**src/sv/btpc_pkg.sv**
```systemverilog
package btpc_pkg;

    localparam logic OP_TEMP  = 1'b0;
    localparam logic OP_PRESS = 1'b1;

    localparam logic [1:0] REG_TEMP       = 2'd0;
    localparam logic [1:0] REG_PRESS_LOW  = 2'd1;
    localparam logic [1:0] REG_PRESS_MID  = 2'd2;
    localparam logic [1:0] REG_PRESS_HIGH = 2'd3;

    localparam logic signed [14:0] TEMP_MIN  = -15'sd4000;
    localparam logic signed [14:0] TEMP_MAX  = 15'sd8500;
    localparam logic [24:0]        PRESS_MAX = 25'h1FFFFFF;

    localparam logic [63:0] FINE_OFFSET = 64'd128000;
    localparam logic [63:0] P_BIAS      = 64'h0000_8000_0000_0000;
    localparam logic [63:0] P_SCALE     = 64'd3125;
    localparam logic [20:0] RAW_FULL    = 21'h100000;

    typedef enum logic [4:0] {
        S_IDLE,
        S_T1, S_T2, S_T3, S_TFIN,
        S_P1, S_P2, S_P3, S_P4, S_P5, S_P6, S_PCHK, S_P7,
        S_PDL, S_PDIV, S_PDF,
        S_P8, S_P9, S_P10, S_PFIN
    } t_state;

    function automatic logic [63:0] sx16(input logic [15:0] x);
        return {{48{x[15]}}, x};
    endfunction

    function automatic logic [63:0] zx16(input logic [15:0] x);
        return {48'd0, x};
    endfunction

endpackage

```
**src/sv/baro_temp_pressure_compensation_unit.sv**
```systemverilog
// Operation: a temperature sample takes three shift-add multiplications, a pressure sample
// ten plus one divide that yields one quotient bit a cycle; a zero divisor ends a pressure
// sample after six multiplications with divide_guard set. A multiplication runs until its
// shifted multiplier reaches zero, so larger multipliers take longer.
// Throughput: one sample in flight; the next is taken once the result is registered.
// Reset (synchronous, active low) clears coefficients, fine temperature and control state.
module baro_temp_pressure_compensation_unit (
    input  logic        i_clk,
    input  logic        i_rst_n,
    input  logic        i_cfg_we,
    input  logic [1:0]  i_cfg_idx,
    input  logic [47:0] i_cfg_data,
    input  logic        s_axis_tvalid,
    output logic        s_axis_tready,
    input  logic [23:0] s_axis_tdata,   // [19:0] raw_sample, zero pad above
    input  logic        s_axis_tuser,   // [0] operation
    output logic        m_axis_tvalid,
    input  logic        m_axis_tready,
    output logic [47:0] m_axis_tdata,   // [14:0] temperature_centi, [39:15] pressure_q8,
                                        // [40] divide_guard, zero pad above
    output logic        m_axis_tuser    // [0] result_kind
);
    import btpc_pkg::*;

    t_state r_state, n_state;
    logic [47:0] r_tc, r_pl, r_pm, r_ph;
    logic [31:0] r_fine, n_fine;
    logic [19:0] r_raw, n_raw;
    logic        r_kind, n_kind;
    logic [63:0] r_a, n_a, r_b, n_b, r_acc, n_acc;
    logic [63:0] r_v1, n_v1, r_v2, n_v2, r_m1, n_m1, r_p, n_p;
    logic        r_run, n_run;
    logic [5:0]  r_cnt, n_cnt;
    logic        r_neg, n_neg;
    logic        r_ovalid, n_ovalid;
    logic        r_okind, n_okind;
    logic [14:0] r_otemp, n_otemp;
    logic [24:0] r_opress, n_opress;
    logic        r_oguard, n_oguard;

    logic        w_is_mul, w_done, w_ofree, w_in_xfer;
    logic [63:0] w_opa, w_opb, w_prod, w_rem, w_t, w_pf;
    logic signed [17:0] w_d1;
    logic signed [16:0] w_d2;
    logic [20:0] w_praw;

    assign w_in_xfer = s_axis_tvalid && s_axis_tready;
    assign w_ofree   = !r_ovalid || m_axis_tready;
    assign w_done    = r_run && (r_b == '0);
    assign w_prod    = r_acc;
    assign w_rem     = {r_acc[62:0], r_a[63]};
    assign w_d1      = $signed({1'b0, r_raw[19:3]}) - $signed({1'b0, r_tc[15:0], 1'b0});
    assign w_d2      = $signed({1'b0, r_raw[19:4]}) - $signed({1'b0, r_tc[15:0]});
    assign w_praw    = RAW_FULL - {1'b0, r_raw};
    assign w_t       = 64'($signed((r_v1 << 2) + r_v1 + 64'd128) >>> 8);
    assign w_pf      = 64'($signed(r_p + r_v1 + r_v2) >>> 8) + (sx16(r_ph[15:0]) << 4);

    always_comb begin
        w_is_mul = 1'b1;
        w_opa    = r_v1;
        w_opb    = r_v1;
        case (r_state)
            S_T1: begin
                w_opa = 64'(w_d1);
                w_opb = sx16(r_tc[31:16]);
            end
            S_T2: begin
                w_opa = 64'(w_d2);
                w_opb = 64'(w_d2);
            end
            S_T3: begin
                w_opa = r_m1;
                w_opb = sx16(r_tc[47:32]);
            end
            S_P1: begin
                w_opa = r_v1;
                w_opb = r_v1;
            end
            S_P2: begin
                w_opa = r_m1;
                w_opb = sx16(r_pm[47:32]);
            end
            S_P3: begin
                w_opa = r_v1;
                w_opb = sx16(r_pm[31:16]);
            end
            S_P4: begin
                w_opa = r_m1;
                w_opb = sx16(r_pl[47:32]);
            end
            S_P5: begin
                w_opa = r_v1;
                w_opb = sx16(r_pl[31:16]);
            end
            S_P6: begin
                w_opa = r_v1;
                w_opb = zx16(r_pl[15:0]);
            end
            S_P7: begin
                w_opa = ({43'd0, w_praw} << 31) - r_v2;
                w_opb = P_SCALE;
            end
            S_P8: begin
                w_opa = sx16(r_ph[47:32]);
                w_opb = 64'($signed(r_p) >>> 13);
            end
            S_P9: begin
                w_opa = r_m1;
                w_opb = 64'($signed(r_p) >>> 13);
            end
            S_P10: begin
                w_opa = sx16(r_ph[31:16]);
                w_opb = r_p;
            end
            default: begin
                w_is_mul = 1'b0;
            end
        endcase
    end

    always_comb begin
        n_state = r_state;
        case (r_state)
            S_IDLE: begin
                if (w_in_xfer) n_state = (s_axis_tuser == OP_TEMP) ? S_T1 : S_P1;
            end
            S_T1:   if (w_done) n_state = S_T2;
            S_T2:   if (w_done) n_state = S_T3;
            S_T3:   if (w_done) n_state = S_TFIN;
            S_TFIN: if (w_ofree) n_state = S_IDLE;
            S_P1:   if (w_done) n_state = S_P2;
            S_P2:   if (w_done) n_state = S_P3;
            S_P3:   if (w_done) n_state = S_P4;
            S_P4:   if (w_done) n_state = S_P5;
            S_P5:   if (w_done) n_state = S_P6;
            S_P6:   if (w_done) n_state = S_PCHK;
            S_PCHK: begin
                if (r_v1 != '0) n_state = S_P7;
                else if (w_ofree) n_state = S_IDLE;
            end
            S_P7:   if (w_done) n_state = S_PDL;
            S_PDL:  n_state = S_PDIV;
            S_PDIV: if (r_cnt == 6'h3F) n_state = S_PDF;
            S_PDF:  n_state = S_P8;
            S_P8:   if (w_done) n_state = S_P9;
            S_P9:   if (w_done) n_state = S_P10;
            S_P10:  if (w_done) n_state = S_PFIN;
            S_PFIN: if (w_ofree) n_state = S_IDLE;
            default: n_state = S_IDLE;
        endcase
    end

    always_comb begin
        n_fine   = r_fine;
        n_raw    = r_raw;
        n_kind   = r_kind;
        n_a      = r_a;
        n_b      = r_b;
        n_acc    = r_acc;
        n_v1     = r_v1;
        n_v2     = r_v2;
        n_m1     = r_m1;
        n_p      = r_p;
        n_run    = r_run;
        n_cnt    = r_cnt;
        n_neg    = r_neg;
        n_ovalid = r_ovalid && !m_axis_tready;
        n_okind  = r_okind;
        n_otemp  = r_otemp;
        n_opress = r_opress;
        n_oguard = r_oguard;

        if (w_is_mul) begin
            if (!r_run) begin
                n_a   = w_opa;
                n_b   = w_opb;
                n_acc = '0;
                n_run = 1'b1;
            end else if (!w_done) begin
                n_acc = r_acc + (r_b[0] ? r_a : 64'd0);
                n_a   = r_a << 1;
                n_b   = r_b >> 1;
            end else begin
                n_run = 1'b0;
                case (r_state)
                    S_T1:  n_v1 = 64'($signed(w_prod) >>> 11);
                    S_T2:  n_m1 = 64'($signed(w_prod) >>> 12);
                    S_T3:  n_v1 = r_v1 + 64'($signed(w_prod) >>> 14);
                    S_P1:  n_m1 = w_prod;
                    S_P2:  n_v2 = w_prod;
                    S_P3:  n_v2 = r_v2 + (w_prod << 17) + (sx16(r_pm[15:0]) << 35);
                    S_P4:  n_m1 = 64'($signed(w_prod) >>> 8);
                    S_P5:  n_v1 = r_m1 + (w_prod << 12) + P_BIAS;
                    S_P6:  n_v1 = 64'($signed(w_prod) >>> 33);
                    S_P7:  n_p  = w_prod;
                    S_P8:  n_m1 = w_prod;
                    S_P9:  n_v1 = 64'($signed(w_prod) >>> 25);
                    S_P10: n_v2 = 64'($signed(w_prod) >>> 19);
                    default: n_p = r_p;
                endcase
            end
        end

        case (r_state)
            S_IDLE: begin
                if (w_in_xfer) begin
                    n_raw  = s_axis_tdata[19:0];
                    n_kind = s_axis_tuser;
                    n_run  = 1'b0;
                    n_v1   = {{32{r_fine[31]}}, r_fine} - FINE_OFFSET;
                end
            end
            S_TFIN: begin
                if (w_ofree) begin
                    n_fine   = r_v1[31:0];
                    n_ovalid = 1'b1;
                    n_okind  = r_kind;
                    n_opress = '0;
                    n_oguard = 1'b0;
                    if ($signed(w_t) < $signed(64'(TEMP_MIN)))      n_otemp = TEMP_MIN;
                    else if ($signed(w_t) > $signed(64'(TEMP_MAX))) n_otemp = TEMP_MAX;
                    else                                            n_otemp = w_t[14:0];
                end
            end
            S_PCHK: begin
                if (r_v1 == '0 && w_ofree) begin
                    n_ovalid = 1'b1;
                    n_okind  = r_kind;
                    n_otemp  = '0;
                    n_opress = '0;
                    n_oguard = 1'b1;
                end
            end
            S_PDL: begin
                n_a   = r_p[63] ? (64'd0 - r_p) : r_p;
                n_b   = r_v1[63] ? (64'd0 - r_v1) : r_v1;
                n_acc = '0;
                n_cnt = '0;
                n_neg = r_p[63] ^ r_v1[63];
            end
            S_PDIV: begin
                n_cnt = r_cnt + 6'd1;
                if (w_rem >= r_b) begin
                    n_acc = w_rem - r_b;
                    n_a   = {r_a[62:0], 1'b1};
                end else begin
                    n_acc = w_rem;
                    n_a   = {r_a[62:0], 1'b0};
                end
            end
            S_PDF: begin
                n_p = r_neg ? (64'd0 - r_a) : r_a;
            end
            S_PFIN: begin
                if (w_ofree) begin
                    n_ovalid = 1'b1;
                    n_okind  = r_kind;
                    n_otemp  = '0;
                    n_oguard = 1'b0;
                    if (w_pf[63])                        n_opress = '0;
                    else if (w_pf > {39'd0, PRESS_MAX})  n_opress = PRESS_MAX;
                    else                                 n_opress = w_pf[24:0];
                end
            end
            default: begin
                n_neg = r_neg;
            end
        endcase
    end

    always_ff @(posedge i_clk) begin
        if (!i_rst_n) begin
            r_state  <= S_IDLE;
            r_tc     <= '0;
            r_pl     <= '0;
            r_pm     <= '0;
            r_ph     <= '0;
            r_fine   <= '0;
            r_run    <= 1'b0;
            r_ovalid <= 1'b0;
        end else begin
            r_state  <= n_state;
            r_fine   <= n_fine;
            r_run    <= n_run;
            r_ovalid <= n_ovalid;
            if (i_cfg_we) begin
                case (i_cfg_idx)
                    REG_TEMP:       r_tc <= i_cfg_data;
                    REG_PRESS_LOW:  r_pl <= i_cfg_data;
                    REG_PRESS_MID:  r_pm <= i_cfg_data;
                    REG_PRESS_HIGH: r_ph <= i_cfg_data;
                    default:        r_tc <= r_tc;
                endcase
            end
        end
    end

    always_ff @(posedge i_clk) begin
        r_raw    <= n_raw;
        r_kind   <= n_kind;
        r_a      <= n_a;
        r_b      <= n_b;
        r_acc    <= n_acc;
        r_v1     <= n_v1;
        r_v2     <= n_v2;
        r_m1     <= n_m1;
        r_p      <= n_p;
        r_cnt    <= n_cnt;
        r_neg    <= n_neg;
        r_okind  <= n_okind;
        r_otemp  <= n_otemp;
        r_opress <= n_opress;
        r_oguard <= n_oguard;
    end

    assign s_axis_tready = (r_state == S_IDLE);
    assign m_axis_tvalid = r_ovalid;
    assign m_axis_tuser  = r_okind;
    assign m_axis_tdata  = {7'd0, r_oguard, r_opress, r_otemp};

endmodule
```
**config.mk**
```make
export PLATFORM = sky130hd
export DESIGN_NAME = baro_temp_pressure_compensation_unit
export DESIGN_NICKNAME = d
export VERILOG_FILES = /design/src/sv/btpc_pkg.sv /design/src/sv/baro_temp_pressure_compensation_unit.sv
export SDC_FILE = /design/constraint.sdc
export NUM_CORES = 2
export LEC_CHECK = 0
export ABC_CLOCK_PERIOD_IN_PS = 15900
export BUFFER_PORTS_ARGS = -buffer_cell sky130_fd_sc_hd__clkbuf_2
export CAP_MARGIN = 0
export CORE_UTILIZATION = 25
export DETAILED_ROUTE_END_ITERATION = 6
export MAX_ROUTING_LAYER = met4
export SLEW_MARGIN = 40
export SYNTH_ARGS = -nofsm -noshare
export SYNTH_HDL_FRONTEND = slang
export SYNTH_SLANG_ARGS = --single-unit
export TNS_END_PERCENT = 10
```
**constraint.sdc**
```tcl
create_clock -name i_clk -period 15.9 [get_ports i_clk]
set_input_delay 3.18 -clock i_clk [delete_from_list [all_inputs] [get_ports i_clk]]
set_output_delay 3.18 -clock i_clk [all_outputs]
set_load 0.1 [all_outputs]
```
After elaboration in Yosys (flattened, before gate mapping):

Index checks and enable logic that the tools add are counted.

* flip-flop bits (word level): 749
* bits of input ports: 80
* logic and storage cells: 215
* output and inout port bits: 51

* bitwise operators: 1
* order comparisons: 4
* reduce and logical (&&, ||, !) cells: 42
* muxes and demuxes: 80
* $add $sub $neg: 21
* equality and inequality tests: 44

Operators with widths (number)
* 64-bit 2-to-1 mux: 25
* 64-bit case mux with 11 select lines: 1
* 64-bit adder: 8
* 64-bit case mux with 3 select lines: 2
* 64-bit case mux with 6 select lines: 1
* 64-bit case mux with 5 select lines: 1
* 64-bit case mux with 2 select lines: 2
* 1-bit by 64-bit subtractor with 64-bit output, first input constant: 3
* 64-bit logical NOT: 2
* 25-bit 2-to-1 mux: 5
* 5-bit case mux with 19 select lines: 1
* 5-bit 2-to-1 mux: 17
* 15-bit 2-to-1 mux: 5
* 25-bit case mux with 3 select lines: 1
* 64-bit by 48-bit adder with 64-bit output, second input constant: 1
* 64-bit by 8-bit adder with 64-bit output, second input constant: 1
* 64-bit >= comparator: 1
* 64-bit by 25-bit greater-than comparator with 1-bit output, second input constant: 1
* 64-bit nonzero test: 1
* 52-bit by 64-bit subtractor with 64-bit output: 1
* 64-bit subtractor: 1
* 56-bit by 20-bit adder with 57-bit output: 1
* 56-bit by 15-bit greater-than comparator with 1-bit output, second input constant: 1
* 56-bit by 13-bit < comparator with 1-bit output, second input constant: 1
* 37 further kinds: 108

Logic depth before layout (Yosys ltp):

* depth after elaboration: 8
* depth in mapped cells: 33
* depth with buffers taken out: 31

Worst setup path before layout:

OpenSTA, ideal clock, no wires.

* kind: register -> register
* start: register r_v1[6]
* end: register r_opress[10] (data pin)
* clock period less this slack: 7.202 ns
* required time: 15.624 ns
* setup time: 0.276 ns
* path slack: 8.698 ns
* path buffers: 3
* arrival time: 6.926 ns
* cell stages (with the launch flop): 34
* cells stage by stage: dfxtp_1 -> clkbuf_1 -> inv_1 -> fa_1 -> inv_1 -> ha_1 -> and3_1 -> a221o_1 -> a41o_1 -> o2111ai_1 -> a31oi_1 -> a21oi_1 -> o21ai_0 -> a21oi_1 -> o21ai_0 -> or2_2 -> a21oi_1 -> xnor2_1 -> ha_1 -> buf_2 -> a21oi_1 -> o21a_1 -> o21ai_0 -> nand2b_1 -> nand4_1 -> or4_1 -> a211oi_1 -> nand4_1 -> nor4_1 -> nand3_1 -> or4_4 -> nor2_8 -> buf_12 -> a21oi_2

* cells in the longest elaborated chain, start to end: 8

RTL lines
* start: declaration: line baro_temp_pressure_compensation_unit.sv:31 `logic [63:0] r_v1, n_v1, r_v2, n_v2, r_m1, n_m1, r_p, n_p;`
* start signal: assignment: line baro_temp_pressure_compensation_unit.sv:304 `r_v1 <= n_v1;`
* 64-bit adder * (2 in series): line baro_temp_pressure_compensation_unit.sv:56 `assign w_pf = 64'($signed(r_p + r_v1 + r_v2) >>> 8) + (sx16(r_ph[15:0]) << 4);`
* 56-bit by 20-bit adder with 57-bit output *: line baro_temp_pressure_compensation_unit.sv:56
* 64-bit by 25-bit greater-than comparator with 1-bit output: line baro_temp_pressure_compensation_unit.sv:261 `else if (w_pf > {39'd0, PRESS_MAX}) n_opress = PRESS_MAX;`
* 25-bit 2-to-1 mux: line baro_temp_pressure_compensation_unit.sv:261
* 25-bit 2-to-1 mux *: line baro_temp_pressure_compensation_unit.sv:260 `if (w_pf[63]) n_opress = '0;`
* 25-bit 2-to-1 mux *: line baro_temp_pressure_compensation_unit.sv:255 `if (w_ofree) begin`
* 25-bit case mux with 3 select lines *: line baro_temp_pressure_compensation_unit.sv:204 `case (r_state)`
* end signal: assignment: line baro_temp_pressure_compensation_unit.sv:312 `r_opress <= n_opress;`
* end: declaration: line baro_temp_pressure_compensation_unit.sv:38 `logic [24:0] r_opress, n_opress;`

Every way passes the cells marked *; elsewhere a longest branch is shown, timed or not. The select of a mux whose other input is x is not followed.
A chain may end at the register's enable or synchronous reset.

Worst setup path in the final report:

* start: register r_v1[3]
* end: register r_opress[24] (data pin)

The elaborated chain is that of the path after synthesis.

==> key figures <==
Status
  – Run status: finished with violations
  – Failing checks: DRC

Synthesis
  – Ys async rst share: 0%
  – Post-synthesis compound-gate area fraction: roughly 28%
  – Ys Warns: 0
  – Register area share after synthesis: ~27%
  – Post-synthesis area per instance: between 8 and 9 µm²
  – Synth cell count leaders: nand2_1 (1,158), o21ai_0 (731), ha_1 (633)
  – Post-synthesis mux area share: 1.52%
  – Largest family of logic cells by synthesized area: compound AO/OA/AOI/OAI gates
  – Synth Cell Area: roughly 73,000 µm²
  – Synth unique cells: approximately 120
  – Synth top area share: around a fifth
  – Gate Count Post-Synth: 8,820
  – XOR/XNOR Fraction of Synth Area: ~8.0%
  – Synth Area in Simple Gates: 17.2%
  – Top cells by area, synth: edfxtp_1 (19%), ha_1 (11%), dfxtp_1 (8.1%), nand2_1 (6.0%), o21ai_0 (5.0%)
  – Post-synth EDFFs: approximately 450
  – Post-synth top area cell: edfxtp_1
  – Adder-cell share of the synthesized area: 13.5%
  – Synth Flop Type: edfxtp_1
  – Register bit total from synthesis: 749
  – Most instantiated library cell after synthesis: nand2_1

Final layout
  – Final Non-Filler Cells: approximately 13,000
  – Nets: around 9,500
  – Register Area: roughly 20,000 µm²
  – Fillcell total: 31,300
  – Layout cells sized above 1: 7.64%
  – Area Overhead vs Synth: 11.9%
  – Multi-input logic area: slightly above 50,000 µm²
  – Post-route cell area: between 80,000 and 90,000 µm²

Power and ir drop
  – Leak: roughly 32 nW
  – Post-layout total power: slightly above 20 mW
  – PwrDens: about 250 nW/µm²
  – Worst ir drop on vdd: roughly 0.15 mV

Worst setup path
  – Crit path required time: roughly 16 ns
  – Worst r2r src: r_v1[3]$_DFF_P_
  – Register-to-register setup slack: around 6 ns
  – RR Endpoint: r_opress[24]$_SDFFCE_PP0P_
  – Critical path's most frequent cell: a21oi_1
  – CP arrival: 10.20 ns
  – Critical path startpoint category: flip-flop
  – WS Path Type: reg2reg
  – Slowest cell on the critical path: or4_4
  – Critical path's largest stage delay: between 0.6 and 0.7 ns
  – Reg2reg path depth: 30
  – Crit end category: flip-flop
  – Worst-path maximum fanout: 23

STA
  – Final Skew: around 0.058 ns
  – Fmax: slightly above 0.1 GHz
  – Fin Setup TNS: 0 ns
  – Final setup fails: 0
  – Fin. Hold Viols: 0
  – Final Critical Period: between 9 and 10 ns
  – Rel. slew slack: about a third
  – RSZ-0062 raised after global routing: false
  – Max-slew violations: 0
  – Slew @ Worst Pin: 1.00 ns
  – Fin crit share: around three fifths

Floorplanning
  – Ports: between 100 and 150
  – Die width: roughly 540 µm
  – Core ar.: ~290,000 µm²
  – Cell row count: slightly below 200
  – Die area: approximately 300,000 µm²
  – Die H: approximately 540 µm
  – Initial Utilization: ~25%

Placement
  – HPWL Detailed: roughly 250,000 µm
  – Placed cell area: between 70,000 and 80,000 µm²
  – Port Buffers: about 120
  – Gpl congestion: roughly 1.1
  – Dpl cells: 12,500

GRT
  – Initial antenna violation count: 25
  – GR Overflow Total: 0
  – Total track usage: a little under a quarter
  – Vias in the first global route: 66,900
  – Global-route wire length before repair: 483,000 µm
  – Largest net degree at the start of global routing: ~140

Clocking
  – Clock buffer depth: 3
  – CTS Hold Bufs: 0
  – Root buffer cell: clkbuf_16
  – CTS clk-pin slew, worst paths: about 0.06 ns
  – Clk_lat worst skew: slightly below 0.8 ns
  – CTS tree: built
  – Setup bufs post-CTS: 0
  – Cts repair resizes: 0
  – CTS H-tree lvls: 3
  – CTS buffer count: 87
  – CTS Sinks: about 750

Routing
  – Antenna Nets Post-Route: 0
  – 1st-pass router iterations: 7
  – DRT iter0 DRCs: 10,700
  – Residual DRC: 12
  – Avg WL per Cell: approximately 27 µm
  – Via density: around 6
  – Vias: between 70,000 and 80,000
  – Wirelength, routed: roughly 340,000 µm

Job
  – Max Cap Viol: 0

Hold path
  – Hold Crit Endpoint: m_axis_tuser$_DFFE_PP_
  – Hold crit path type: reg2reg
  – Worst hold path depth: 0
  – Hold wc startpoint: r_kind$_DFFE_PP_
state kept, by name, indices dropped and copies added (netlist names), 15 cells and up:
signal,cells
r_fine,32
r_a,64
r_ph,48
r_m1,64
r_acc,64
r_pm,48
r_p,64
r_otemp,15
r_pl,48
r_opress,25
r_v2,64
r_b,64
r_tc,48
r_v1,64
r_raw,20
metrics by stage:
stage	setup slack [ns]	util (%)	hold slack [ns]
finish	6.15	28.2	0.446
global route	5.77	28.2	0.443
CTS	6.39	28.1	0.446
detailed placement	6.44	27.1	0.430
global placement	6.46	27.0	0.400
floorplan	8.70	-	0.400
kinds of logic after synthesis:
| group | after synthesis |
|---|---|
| fa+ha+maj | 730 |
| flops | 749 |
| buf+inv | 811 |
| xor+xnor | 667 |
| simple gates | 2647 |
| compound gates | 3107 |
| mux | 108 |
| other cells | 1 |
worst max-delay path: cells and delay by family, from the launching register on:
| kind | cells | cell delay, ns |
|---|---|---|
| AO/OA/AOI/OAI | 16 | 4.53 |
| XOR/XNOR | 1 | 0.16 |
| adder cells (fa/ha/maj) | 3 | 1.18 |
| buffers and inverters | 2 | 0.26 |
| flip-flops | 1 | 0.55 |
| AND/OR/NAND/NOR | 8 | 2.73 |
worst max-delay path by stage:
stage	from	end	slack, ns	depth (start not counted)
after global placement	r_v1[3]$_DFF_P_	r_opress[23]$_SDFFCE_PP0P_	6.46	30
after detailed placement	r_v1[3]$_DFF_P_	r_opress[23]$_SDFFCE_PP0P_	6.44	30
after floorplan	r_v1[6]$_DFF_P_	r_opress[10]$_SDFFCE_PP0P_	8.70	33
after global routing	r_v1[3]$_DFF_P_	r_opress[24]$_SDFFCE_PP0P_	5.77	30
final	r_v1[3]$_DFF_P_	r_opress[24]$_SDFFCE_PP0P_	6.15	30
after CTS	r_v1[3]$_DFF_P_	r_opress[23]$_SDFFCE_PP0P_	6.39	30
layout make-up:
type,instances,area share (%)
multi-input cells,7266,61.9
flip-flops and latches,749,24.0
well taps,3880,5.96
clock buffers,137,3.28
repair buffers,347,2.93
inverters,287,1.32
clock inverters,27,0.421
diodes,51,0.157
cell usage in the layout (no fill, tap or decap), types with 65 or more instances in the layout:
cell          n
nor2_1      367
nor3_1      148
xor2_1      313
xnor2_1     354
edfxtp_1    454
o21bai_1     65
fa_1         97
clkbuf_16    93
and2_1      106
o31ai_1      81
nand2_1    1151
nand2b_1     89
clkbuf_2    122
buf_4       208
a22oi_1     180
mux2i_1      89
nor2b_1      82
a21boi_0    243
o221ai_1     67
dfxtp_1     292
a31oi_1      71
or3_1        66
a21oi_1     592
o21ai_0     727
o211ai_1     74
a21o_1      321
nand3_1     207
o21a_1       81
ha_1        633
inv_1       284
a221oi_1    150
nand4_1     117
report_power, final:
group	switching, mW	total, mW	internal, mW
combinational	9.57	14.5	4.98
clock	0.967	2.20	1.23
sequential	0.741	3.57	2.83
routing by layer:
metal  part of all wire (%)  vias to the layer above  GRT usage [%]
li1                       -                    32800              -
met1                     40                    35700           28.9
met2                     40                     4776           31.4
met3                     14                     1206           8.30
met4                    6.8                        0           13.2
met5                      0                        -              -
No activity file was read; power rests on OpenSTA's default activity.
